[config.mk]
export PLATFORM = sky130hd
export DESIGN_NAME = min_spanning_tree_kruskal
export DESIGN_NICKNAME = d
export VERILOG_FILES = /design/src/sv/mstk_pkg.sv /design/src/sv/min_spanning_tree_kruskal.sv /design/src/sv/mstk_ram.sv
export SDC_FILE = /design/constraint.sdc
export NUM_CORES = 2
export LEC_CHECK = 0
export ABC_AREA = 1
export ABC_CLOCK_PERIOD_IN_PS = 14500
export BUFFER_PORTS_ARGS = -buffer_cell sky130_fd_sc_hd__buf_2
export CORE_MARGIN = 10
export CORE_UTILIZATION = 45
export DETAILED_ROUTE_END_ITERATION = 12
export SLEW_MARGIN = 20
export SYNTH_ARGS = -nofsm -noshare
export SYNTH_HDL_FRONTEND = slang
export SYNTH_SLANG_ARGS = --single-unit
[constraint.sdc]
create_clock -name clk -period 14.5 [get_ports clk]
set_input_delay 0 -clock clk [delete_from_list [all_inputs] [get_ports clk]]
set_output_delay 0 -clock clk [all_outputs]
set_load 0.01 [all_outputs]
[src/sv/mstk_pkg.sv]
// ----------------------------------------------------------------------------
// mstk_pkg
// Shared constants for the minimum spanning tree block.
// ----------------------------------------------------------------------------
package mstk_pkg;
  localparam int unsigned NodeBits   = 4;
  localparam int unsigned CountBits  = 5;
  localparam int unsigned SumBits    = 20;
  localparam int unsigned TreeBits   = 4;
  localparam int unsigned ReqBits    = 5;
  // node numbers and weights are fixed by the stream layout
  localparam int unsigned MaxNodes   = 16;
  localparam int unsigned WeightBits = 16;
endpackage

[src/sv/min_spanning_tree_kruskal.sv]
// ----------------------------------------------------------------------------
// min_spanning_tree_kruskal
// Kruskal minimum spanning tree with a path-compressed union-find table.
// ----------------------------------------------------------------------------
// Edges load one beat per cycle into an edge RAM. The beat with tlast set
// starts the solve: a stable insertion sort over an index RAM (O(E^2)
// compares or moves for E stored edges), then a union-find walk that
// finds and compresses roots one parent step per cycle. The loader is not
// ready while a solve runs or results wait; edge records, then a summary
// with m_tuser set, leave through a registered output stage.
module min_spanning_tree_kruskal
  import mstk_pkg::*;
#(
  parameter int unsigned MAX_EDGES   = 32
) (
  input  logic        clk,
  input  logic        rst,
  input  logic        cfg_we,
  input  logic [4:0]  cfg_wdata,
  input  logic        s_tvalid,
  output logic        s_tready,
  input  logic [23:0] s_tdata,   // from_node[3:0], to_node[7:4], edge_weight[23:8]
  input  logic        s_tlast,   // last_edge
  output logic        m_tvalid,
  input  logic        m_tready,
  output logic [55:0] m_tdata,   // tree_from, tree_to, tree_weight, total_weight,
                                 // tree_edges, overflow; zero fill
  output logic        m_tuser,   // is_summary
  output logic        m_tlast    // last_result
);
  localparam int unsigned NB = (MaxNodes > 1) ? $clog2(MaxNodes) : 1;
  localparam int unsigned EB = $clog2(MAX_EDGES);
  localparam int unsigned EW = 2 * NodeBits + WeightBits;

  typedef enum logic [4:0] {
    S_LOAD, S_SI, S_SJ, S_SRD, S_SCMP, S_SMOV, S_SPUT, S_CLR,
    S_WRD, S_WWAIT, S_WGET, S_FA, S_CA, S_FB, S_CB, S_JOIN, S_OUT, S_SUM
  } state_t;

  state_t state;
  logic [4:0]    node_count;
  logic [EB:0]   loaded;
  logic          dropped;
  logic [SumBits-1:0] wsum;
  logic [TreeBits-1:0] acc;
  logic [EB:0]   i, j;
  logic [WeightBits-1:0] cur_w;
  logic [EB-1:0] prev_idx;
  logic [NB-1:0] parent [MaxNodes];
  logic [NB-1:0] clr;
  logic [NodeBits-1:0] ef, et;
  logic [WeightBits-1:0] ew;
  logic [NB-1:0] r, c, ra;

  // edge RAM
  logic          e_we;
  logic [EB-1:0] e_wa, e_ra;
  logic [EW-1:0] e_wd, e_rd;
  // order RAM
  logic          o_we;
  logic [EB-1:0] o_wa, o_ra;
  logic [EB-1:0] o_wd, o_rd;

  mstk_ram #(.WIDTH(EW), .DEPTH(MAX_EDGES)) u_edges (
    .clk(clk), .we(e_we), .waddr(e_wa), .wdata(e_wd), .raddr(e_ra), .rdata(e_rd));
  mstk_ram #(.WIDTH(EB), .DEPTH(MAX_EDGES)) u_order (
    .clk(clk), .we(o_we), .waddr(o_wa), .wdata(o_wd), .raddr(o_ra), .rdata(o_rd));

  logic [NodeBits-1:0] in_f, in_t;
  logic in_ok;
  assign in_f = s_tdata[3:0];
  assign in_t = s_tdata[7:4];
  assign in_ok = ({1'b0, in_f} < node_count) && ({1'b0, in_t} < node_count);
  assign s_tready = (state == S_LOAD) && !m_tvalid;

  logic [NB-1:0] nt;
  assign nt = NB'(et);

  always_comb begin
    e_we = 1'b0;
    e_wa = loaded[EB-1:0];
    e_wd = {s_tdata[8 +: WeightBits], in_t, in_f};
    e_ra = i[EB-1:0];
    o_we = 1'b0;
    o_wa = j[EB-1:0];
    o_wd = prev_idx;
    o_ra = EB'(j - 1'b1);
    unique case (state)
      S_LOAD: e_we = s_tvalid && s_tready && in_ok && (loaded < (EB+1)'(MAX_EDGES));
      S_SRD:  e_ra = o_rd;
      S_SMOV: begin
        o_we = 1'b1;
        // next compare needs the entry below the one being moved
        o_ra = EB'(j - 2'd2);
      end
      S_SPUT: begin
        o_we = 1'b1;
        o_wd = i[EB-1:0];
      end
      S_WRD, S_WWAIT: o_ra = i[EB-1:0];
      S_WGET: e_ra = o_rd;
      default: ;
    endcase
  end

  always_ff @(posedge clk) begin
    if (rst) begin
      state      <= S_LOAD;
      node_count <= 5'd16;
      loaded     <= '0;
      dropped    <= 1'b0;
      wsum       <= '0;
      acc        <= '0;
      m_tvalid   <= 1'b0;
    end else begin
      if (cfg_we) begin
        if (cfg_wdata < 5'd2) node_count <= 5'd2;
        else if (32'(cfg_wdata) > MaxNodes) node_count <= 5'(MaxNodes);
        else node_count <= cfg_wdata;
      end
      if (m_tvalid && m_tready) m_tvalid <= 1'b0;
      unique case (state)
        S_LOAD: if (s_tvalid && s_tready) begin
          if (in_ok) begin
            if (loaded < (EB+1)'(MAX_EDGES)) loaded <= loaded + 1'b1;
            else dropped <= 1'b1;
          end
          if (s_tlast) begin
            i <= '0;
            state <= S_SI;
          end
        end
        S_SI: begin
          if (i == loaded) begin
            clr <= '0;
            state <= S_CLR;
          end else begin
            j <= i;
            state <= S_SJ;
          end
        end
        S_SJ: begin  // e_ra = i : current weight
          state <= S_SRD;
        end
        S_SRD: begin  // e_rd current; o_rd = order[j-1]
          if (j == i) cur_w <= e_rd[EW-1 -: WeightBits];
          if (j == '0) state <= S_SPUT;
          else begin
            prev_idx <= o_rd;
            state <= S_SCMP;
          end
        end
        S_SCMP: begin  // e_rd = edge[order[j-1]]
          if (e_rd[EW-1 -: WeightBits] > cur_w) state <= S_SMOV;
          else state <= S_SPUT;
        end
        S_SMOV: begin
          j <= j - 1'b1;
          state <= S_SRD;
        end
        S_SPUT: begin
          i <= i + 1'b1;
          state <= S_SI;
        end
        S_CLR: begin
          parent[clr] <= clr;
          clr <= clr + 1'b1;
          if (32'(clr) == MaxNodes - 1) begin
            wsum <= '0;
            acc <= '0;
            i <= '0;
            state <= S_WRD;
          end
        end
        S_WRD: begin
          if (i == loaded || ({1'b0, acc} + 5'd1) >= node_count) state <= S_SUM;
          else state <= S_WWAIT;
        end
        S_WWAIT: state <= S_WGET;
        S_WGET: state <= S_FA;  // e_rd valid next cycle
        S_FA: begin
          ef <= e_rd[NodeBits-1:0];
          et <= e_rd[2*NodeBits-1:NodeBits];
          ew <= e_rd[EW-1 -: WeightBits];
          r <= NB'(e_rd[NodeBits-1:0]);
          c <= NB'(e_rd[NodeBits-1:0]);
          state <= S_CA;
        end
        S_CA: begin  // find root, then compress
          if (parent[r] != r) r <= parent[r];
          else if (c != r) begin
            parent[c] <= r;
            c <= parent[c];
          end else begin
            ra <= r;
            r <= nt;
            c <= nt;
            state <= S_FB;
          end
        end
        S_FB: state <= S_CB;
        S_CB: begin
          if (parent[r] != r) r <= parent[r];
          else if (c != r) begin
            parent[c] <= r;
            c <= parent[c];
          end else state <= S_JOIN;
        end
        S_JOIN: begin
          if (ra != r) begin
            parent[ra] <= r;
            wsum <= wsum + SumBits'(ew);
            acc <= acc + 1'b1;
            state <= S_OUT;
          end else begin
            i <= i + 1'b1;
            state <= S_WRD;
          end
        end
        S_OUT: if (!m_tvalid || m_tready) begin
          m_tvalid <= 1'b1;
          m_tdata <= {7'b0, dropped, acc, wsum, 16'(ew), et, ef};
          m_tuser <= 1'b0;
          m_tlast <= 1'b0;
          i <= i + 1'b1;
          state <= S_WRD;
        end
        S_SUM: if (!m_tvalid || m_tready) begin
          m_tvalid <= 1'b1;
          m_tdata <= {7'b0, dropped, acc, wsum, 24'd0};
          m_tuser <= 1'b1;
          m_tlast <= 1'b1;
          loaded <= '0;
          dropped <= 1'b0;
          wsum <= '0;
          acc <= '0;
          state <= S_LOAD;
        end
        default: state <= S_LOAD;
      endcase
    end
  end
endmodule

[src/sv/mstk_ram.sv]
// ----------------------------------------------------------------------------
// mstk_ram
// Generic single-port-write, single-port-read RAM with registered read.
// ----------------------------------------------------------------------------
module mstk_ram #(
  parameter int unsigned WIDTH = 8,
  parameter int unsigned DEPTH = 32
) (
  input  logic                     clk,
  input  logic                     we,
  input  logic [$clog2(DEPTH)-1:0] waddr,
  input  logic [WIDTH-1:0]         wdata,
  input  logic [$clog2(DEPTH)-1:0] raddr,
  output logic [WIDTH-1:0]         rdata
);
  logic [WIDTH-1:0] mem [DEPTH];

  always_ff @(posedge clk) begin
    if (we) mem[waddr] <= wdata;
    rdata <= mem[raddr];
  end
endmodule

Word level (Yosys, flattened, before mapping)
Memory sizes are Yosys's and may differ from the RTL's. A register that Yosys moved wholly into a read port is not among the register bits.
Cells that the tools add are included.
{ "totals": {"in_bits": 35, "ff_bits": 172, "mem_bits_rw": 992, "output_inout_bits": 60, "memories": 3, "word_cells": 219} }
{ "memory_table": {"columns": ["name", "words", "word_bits", "rd", "rd_ports_with_merged_regs", "write_ports", "line_no", "rtl"], "rows": [
  ["u_edges.mem", 32, 24, 1, 1, 1, "mstk_ram.sv:16", "logic [WIDTH-1:0] mem [DEPTH];"],
  ["u_order.mem", 32, 5, 1, 1, 1, "mstk_ram.sv:16", null],
  ["parent", 16, 4, 2, 2, 1, "min_spanning_tree_kruskal.sv:49", "logic [NB-1:0] parent [MaxNodes];"]
]} }
{ "classes": {"n_bitwise": 5, "n_eq_ne": 42, "add_sub_neg": 8, "n_mux": 95, "order_cmp": 7, "reduce_logical": 39} }
{ "ops": {"columns": ["operator", "count"], "rows": [
  ["$mux W56", 2],
  ["$pmux W56 S2", 1],
  ["$pmux W5 S17", 1],
  ["$mux W5", 15],
  ["$mux W4", 18],
  ["$mux W20", 3],
  ["$mux W6", 10],
  ["$pmux W20 S3", 1],
  ["$eq A5 B4 Y1 const B", 8],
  ["$pmux W4 S3", 3],
  ["$ne A2 B2 Y1 const B", 16],
  ["$mux W1", 31],
  ["$pmux W6 S5", 1],
  ["$pmux W6 S2", 2],
  ["$add A20 B16 Y20", 1],
  ["$eq A5 B3 Y1 const B", 4],
  ["$gt A16 B16 Y1", 1],
  ["$reduce_and A4 Y1", 4],
  ["$reduce_and A5 Y1", 3],
  ["$add A6 B1 Y6 const B", 2],
  ["$eq A6 B6 Y1", 2],
  ["$ne A4 B4 Y1", 3],
  ["$reduce_and A3 Y1", 4],
  ["$eq A5 B2 Y1 const B", 2],
  ["34 further kinds", 58]
]} }

Logic depth before layout (Yosys ltp)
{ "depth": {"depth_word": 10, "depth_mapped": 18, "depth_no_buf": 17} }

Cells and area by module
A second synthesis with hierarchy kept.
{ "hier_totals": {"cells_unflattened": 4631, "area_unflattened_um2": 50871.3} }
{ "by_module_without_submodules": {"columns": ["module", "seq_area_each_um2", "area_each_um2", "n_inst", "cells_each"], "rows": [
  ["mstk_ram (u_edges)", 23542.6, 31760.5, 1, 2665],
  ["min_spanning_tree_kruskal", 6616.3, 12314.3, 1, 1371],
  ["mstk_ram (u_order)", 4904.7, 6796.5, 1, 595]
]} }

Worst setup path after synthesis
OpenSTA, ideal clock, no wires.
{ "synth_timing": {"path_type": "register to register", "from": "register state[2]", "to": "register m_tdata[0] (enable)", "arrival_ps": 4144, "required_ps": 13981, "synth_period_minus_slack_ps": 4663, "n_path_buf": 0, "setup_ps": 519, "path_stages_with_launch": 4, "path_slack_ps": 9837, "path_cell_list": "dfxtp_1 > nor2_1 > nand3_1 > nor3_1"} }
{ "synth_via": {"elab_chain_cells": 3, "elab_cells_between_ends": 6, "classes_between": "4 x eq/ne; 2 x reduce/logical"} }
{ "synth_rtl": {"columns": ["item", "line_no", "rtl"], "rows": [
  ["from (decl)", "min_spanning_tree_kruskal.sv:40", "state_t state;"],
  ["from (signal assigned)", "min_spanning_tree_kruskal.sv:108", "state <= S_LOAD;"],
  ["from (signal assigned)", "min_spanning_tree_kruskal.sv:130", "state <= S_SI;"],
  ["from (signal assigned)", "min_spanning_tree_kruskal.sv:136", "state <= S_CLR;"],
  ["$eq A5 B5 Y1", "min_spanning_tree_kruskal.sv:122", "unique case (state)"],
  ["$ne A2 B2 Y1 (no line) / $reduce_bool A2 Y1 (equally long branches)", null, null],
  ["$reduce_and A4 Y1 (no line) (*)", null, null],
  ["to (signal assigned)", "min_spanning_tree_kruskal.sv:222", "m_tdata <= {7'b0, dropped, acc, wsum, 16'(ew), et, ef};"],
  ["to (signal assigned)", "min_spanning_tree_kruskal.sv:230", "m_tdata <= {7'b0, dropped, acc, wsum, 24'd0};"],
  ["to (decl)", "min_spanning_tree_kruskal.sv:26", "output logic [55:0] m_tdata,"]
]} }
Every way passes the cells marked *; elsewhere a longest branch is shown, timed or not.
A chain may end at the register's enable or synchronous reset.

Worst setup path after layout
{ "layout_timing": {"from": "register state[1]", "to": "register u_edges.rdata[19] (read register of u_edges.mem)"} }
{ "layout_via": {"elab_chain_cells": 3, "elab_cells_between_ends": 4, "classes_between": "2 x eq/ne; 1 x mux; 1 x reduce/logical"} }
{ "layout_rtl": {"columns": ["item", "line_no", "rtl"], "rows": [
  ["$eq A5 B2 Y1 / $eq A5 B4 Y1 (equally long branches)", "min_spanning_tree_kruskal.sv:88", "unique case (state)"],
  ["$reduce_or A2 Y1 (no line) (*)", null, null],
  ["$mux W5 (*)", "min_spanning_tree_kruskal.sv:88", null],
  ["to (decl)", "mstk_ram.sv:14", "output logic [WIDTH-1:0] rdata"]
]} }
Marked as above.

==> results_dict.tcl <==
set metrics [dict create \
    status "complete, no violations" \
    vias_per_cell 5.69 \
    drc 0 \
    setup-violations-final 0 \
    p_leak_nw 19.4 \
    grt_pass1_wl_um 200000 \
    io_buffers 87 \
    cp_slowest_cell "buf_4" \
    die_x_um 352 \
    cts_tree "built" \
    rsz0062_at_grt "false" \
    synth-seq-area-share_pct 70.5 \
    dr.pass1.iters 8 \
    drive_gt1_share_pct 9.95 \
    totalPowerFinal_mw 8.73 \
    yosysUniqueCellTypes 51 \
    clock-sinks 1194 \
    clock.fmax_ghz 0.223 \
    grt_pass1_vias 31750 \
    syn_inst 4134 \
    htree_levels 3 \
    synth_area_leaders "edfxtp_1, o21ai_0, nor2_1" \
    ys_seq_elements 1194 \
    path_max_fanout 152 \
    io_pins 95 \
    cts.clk_slew.worst_paths_ns 0.06 \
    clk-insertion-delay-late_ns 0.72 \
    setup_ws_ns 10.02 \
    cts.path.max_buffers 3 \
    rows 121 \
    crit_arrival_ns 5.13 \
    slowest_delay_ns 0.89 \
    cp_cell_sequence "inv_2 -> nor2_4 -> nand3_2 -> nand2_4 -> o21ai_4 -> buf_12 -> inv_8 -> buf_4 -> buf_4 -> o21ai_0 -> o221ai_1 -> nand3_1 -> nand2_1 -> nand2_1 -> nand2_1" \
    path_class "reg -> reg" \
    die_h_um 352 \
    p_comb_share_pct 19.7 \
    antenna_found_initial 3 \
    drt_iter0_markers 3475 \
    overflow 0 \
    ant_nets 0 \
    finalHoldViolCount 0 \
    tightest_slew_ns 1.07 \
    cp-start-kind "register" \
    ir_drop_uv 140 \
    die_area_um2 124000 \
    cts_resized 0 \
    grt_usage_pct 20.8 \
    gp_congestion 0.890 \
    powerDensity_nw_per_um2 156 \
    p_sw_mw 2.65 \
    avgSynthCellArea_um2 12.0 \
    setup_tns_ns 0 \
    p_clk_share_pct 34.4 \
    drt_wl_total_um 134000 \
    grt_max_degree 153 \
    min_period_over_period_pct 30.9 \
    period_minus_slack_ns 4.48 \
    max_slew_margin_pct 28.6 \
    yosys_warnings 0 \
    min_path_type "in -> reg" \
    ys.flop_type "edfxtp_1" \
    antenna_cells 0 \
    vias 33046 \
    yosysTopAreaCellShare_pct 67.3 \
    max-cap-violations 0 \
    fillers 9535 \
    synthArstFlopShare_pct 0 \
    pwr-share-seq_pct 45.8 \
    switching_share_pct 30.4 \
    core_um2 109000 \
    syn_area_um2 49700 \
    drv_slew 0 \
    root_buffer "clkbuf_16" \
    crit_path_end_kind "register" \
    worstPathRequired_ns 15.15 \
    path_common_cell "nand2_1" \
    synth_top_cell_by_area "edfxtp_1" \
    wire_per_inst_um 23.1 \
    fin_skew_ns 0.0339 \
    initial_utilization_pct 45.5 \
    cts_buffers 119 \
    holdWs_ns 0.187 \
    dp_hpwl_um 76000 \
    post-place-ws_ns 10.10 \
    area_growth_pct 12.8 \
    post_cts_buffers 0 \
    synth_commonest_cells "edfxtp_1, nor2_1, nand2_1, o21ai_0, inv_1" \
    post-synth-top-count-cell "edfxtp_1" \
    nets 4318 \
    synth_enable_flop_cells 1115 \
    power.internal_mw 6.07 \
]
through the flow:
stage	cells	util [%]	area [um2]
2_1_floorplan	4140	-	49700
3_3_place_gp	5535	47.3	51800
3_5_place_dp	5536	47.4	51800
4_1_cts	5808	51.3	56100
5_1_grt	5808	51.3	56100
6_report	5808	51.3	56100
critical path: cells and delay by family (launching register included):
family / cells / cell delay, ns
compound gates: 3 / 0.46
buf+inv: 5 / 2.44
simple gates: 7 / 0.84
flops: 1 / 0.50
registers in the layout, summed over array words and instances, names as in the netlist, 5 cells and up, named ones only:
signal and count:
u_order.rdata 5, wsum 20, loaded 6, parent 64
node_count 5, u_edges.rdata 24, ew 16, cur_w 16
u_edges.mem 768, u_order.mem 160, m_tdata 49, prev_idx 5
j 6, state 5, i 6
metal layers:
layer / global-route usage, % / routed length (um)
met5: 0 / 11
met4: 6.56 / 4090
met3: 3.42 / 9810
met2: 33.7 / 62800
met1: 28.6 / 57500
path summary, 6_finish.rpt:
path | start | to | slack (ns) | cells after the start
setup / recovery | state[1] | u_edges.rdata[19] | 10.02 | 15
hold / removal | cfg_wdata[4] | node_count[1] | 0.19 | 5
setup reg to reg | state[1] | u_edges.rdata[19] | 10.02 | 15
hold reg to reg | u_order.rdata[3] | prev_idx[3] | 0.43 | 0
placed cells by master (no fill, tap or decap), types with 13 or more instances in the layout:
cell type,instances
dfxtp_1,79
inv_1,239
ha_1,57
nor2_4,36
nor2_1,563
o221ai_1,198
nand2_1,519
nand3_1,235
dlygate4sd3_1,44
clkbuf_1,34
o211ai_1,82
a21oi_1,86
clkbuf_8,14
inv_2,15
clkinv_2,24
clkbuf_16,120
o21ai_1,66
o21ai_0,466
edfxtp_1,1115
xor2_1,13
clkinv_1,18
nor3_1,17
buf_2,87
buf_4,65
repair_timing:
action	4_1_cts	5_1_grt
endpoints found under the hold margin	803	0
hold buffers	44	0
setup endpoints to repair	0	0
area by class of cell:
| class | instances | area (um2) | share of cell area, % |
|---|---|---|---|
| inverter | 259 | 987 | 1.76 |
| multi-input combinational | 2452 | 12900 | 23.0 |
| clock inverter | 60 | 507 | 0.904 |
| clock buffer | 168 | 3320 | 5.93 |
| tap | 1476 | 1850 | 3.29 |
| timing repair buffer | 199 | 1420 | 2.54 |
| sequential | 1194 | 35100 | 62.6 |
cell families after synthesis:
logic type               Yosys count  share of synthesized area [%]
AO/OA/AOI/OAI                    950                           11.7
XOR/XNOR                          18                          0.317
adder cells (fa/ha/maj)           58                           1.47
buffers and inverters            494                           4.24
flip-flops                      1194                           70.5
other                              1                        0.00754
AND/OR/NAND/NOR                 1419                           11.7
power by group through the flow:
stage / sequential [mW] / combinational, mW / clock [mW]
detailed placement: 4.08 / 1.70 / 0
finish: 4.00 / 1.72 / 3.00
floorplan: 3.99 / 1.19 / 0
CTS: 4.00 / 1.72 / 3.05
global route: 4.01 / 1.91 / 3.19
global placement: 4.08 / 1.68 / 0
Power figures use the tool's default switching activity.
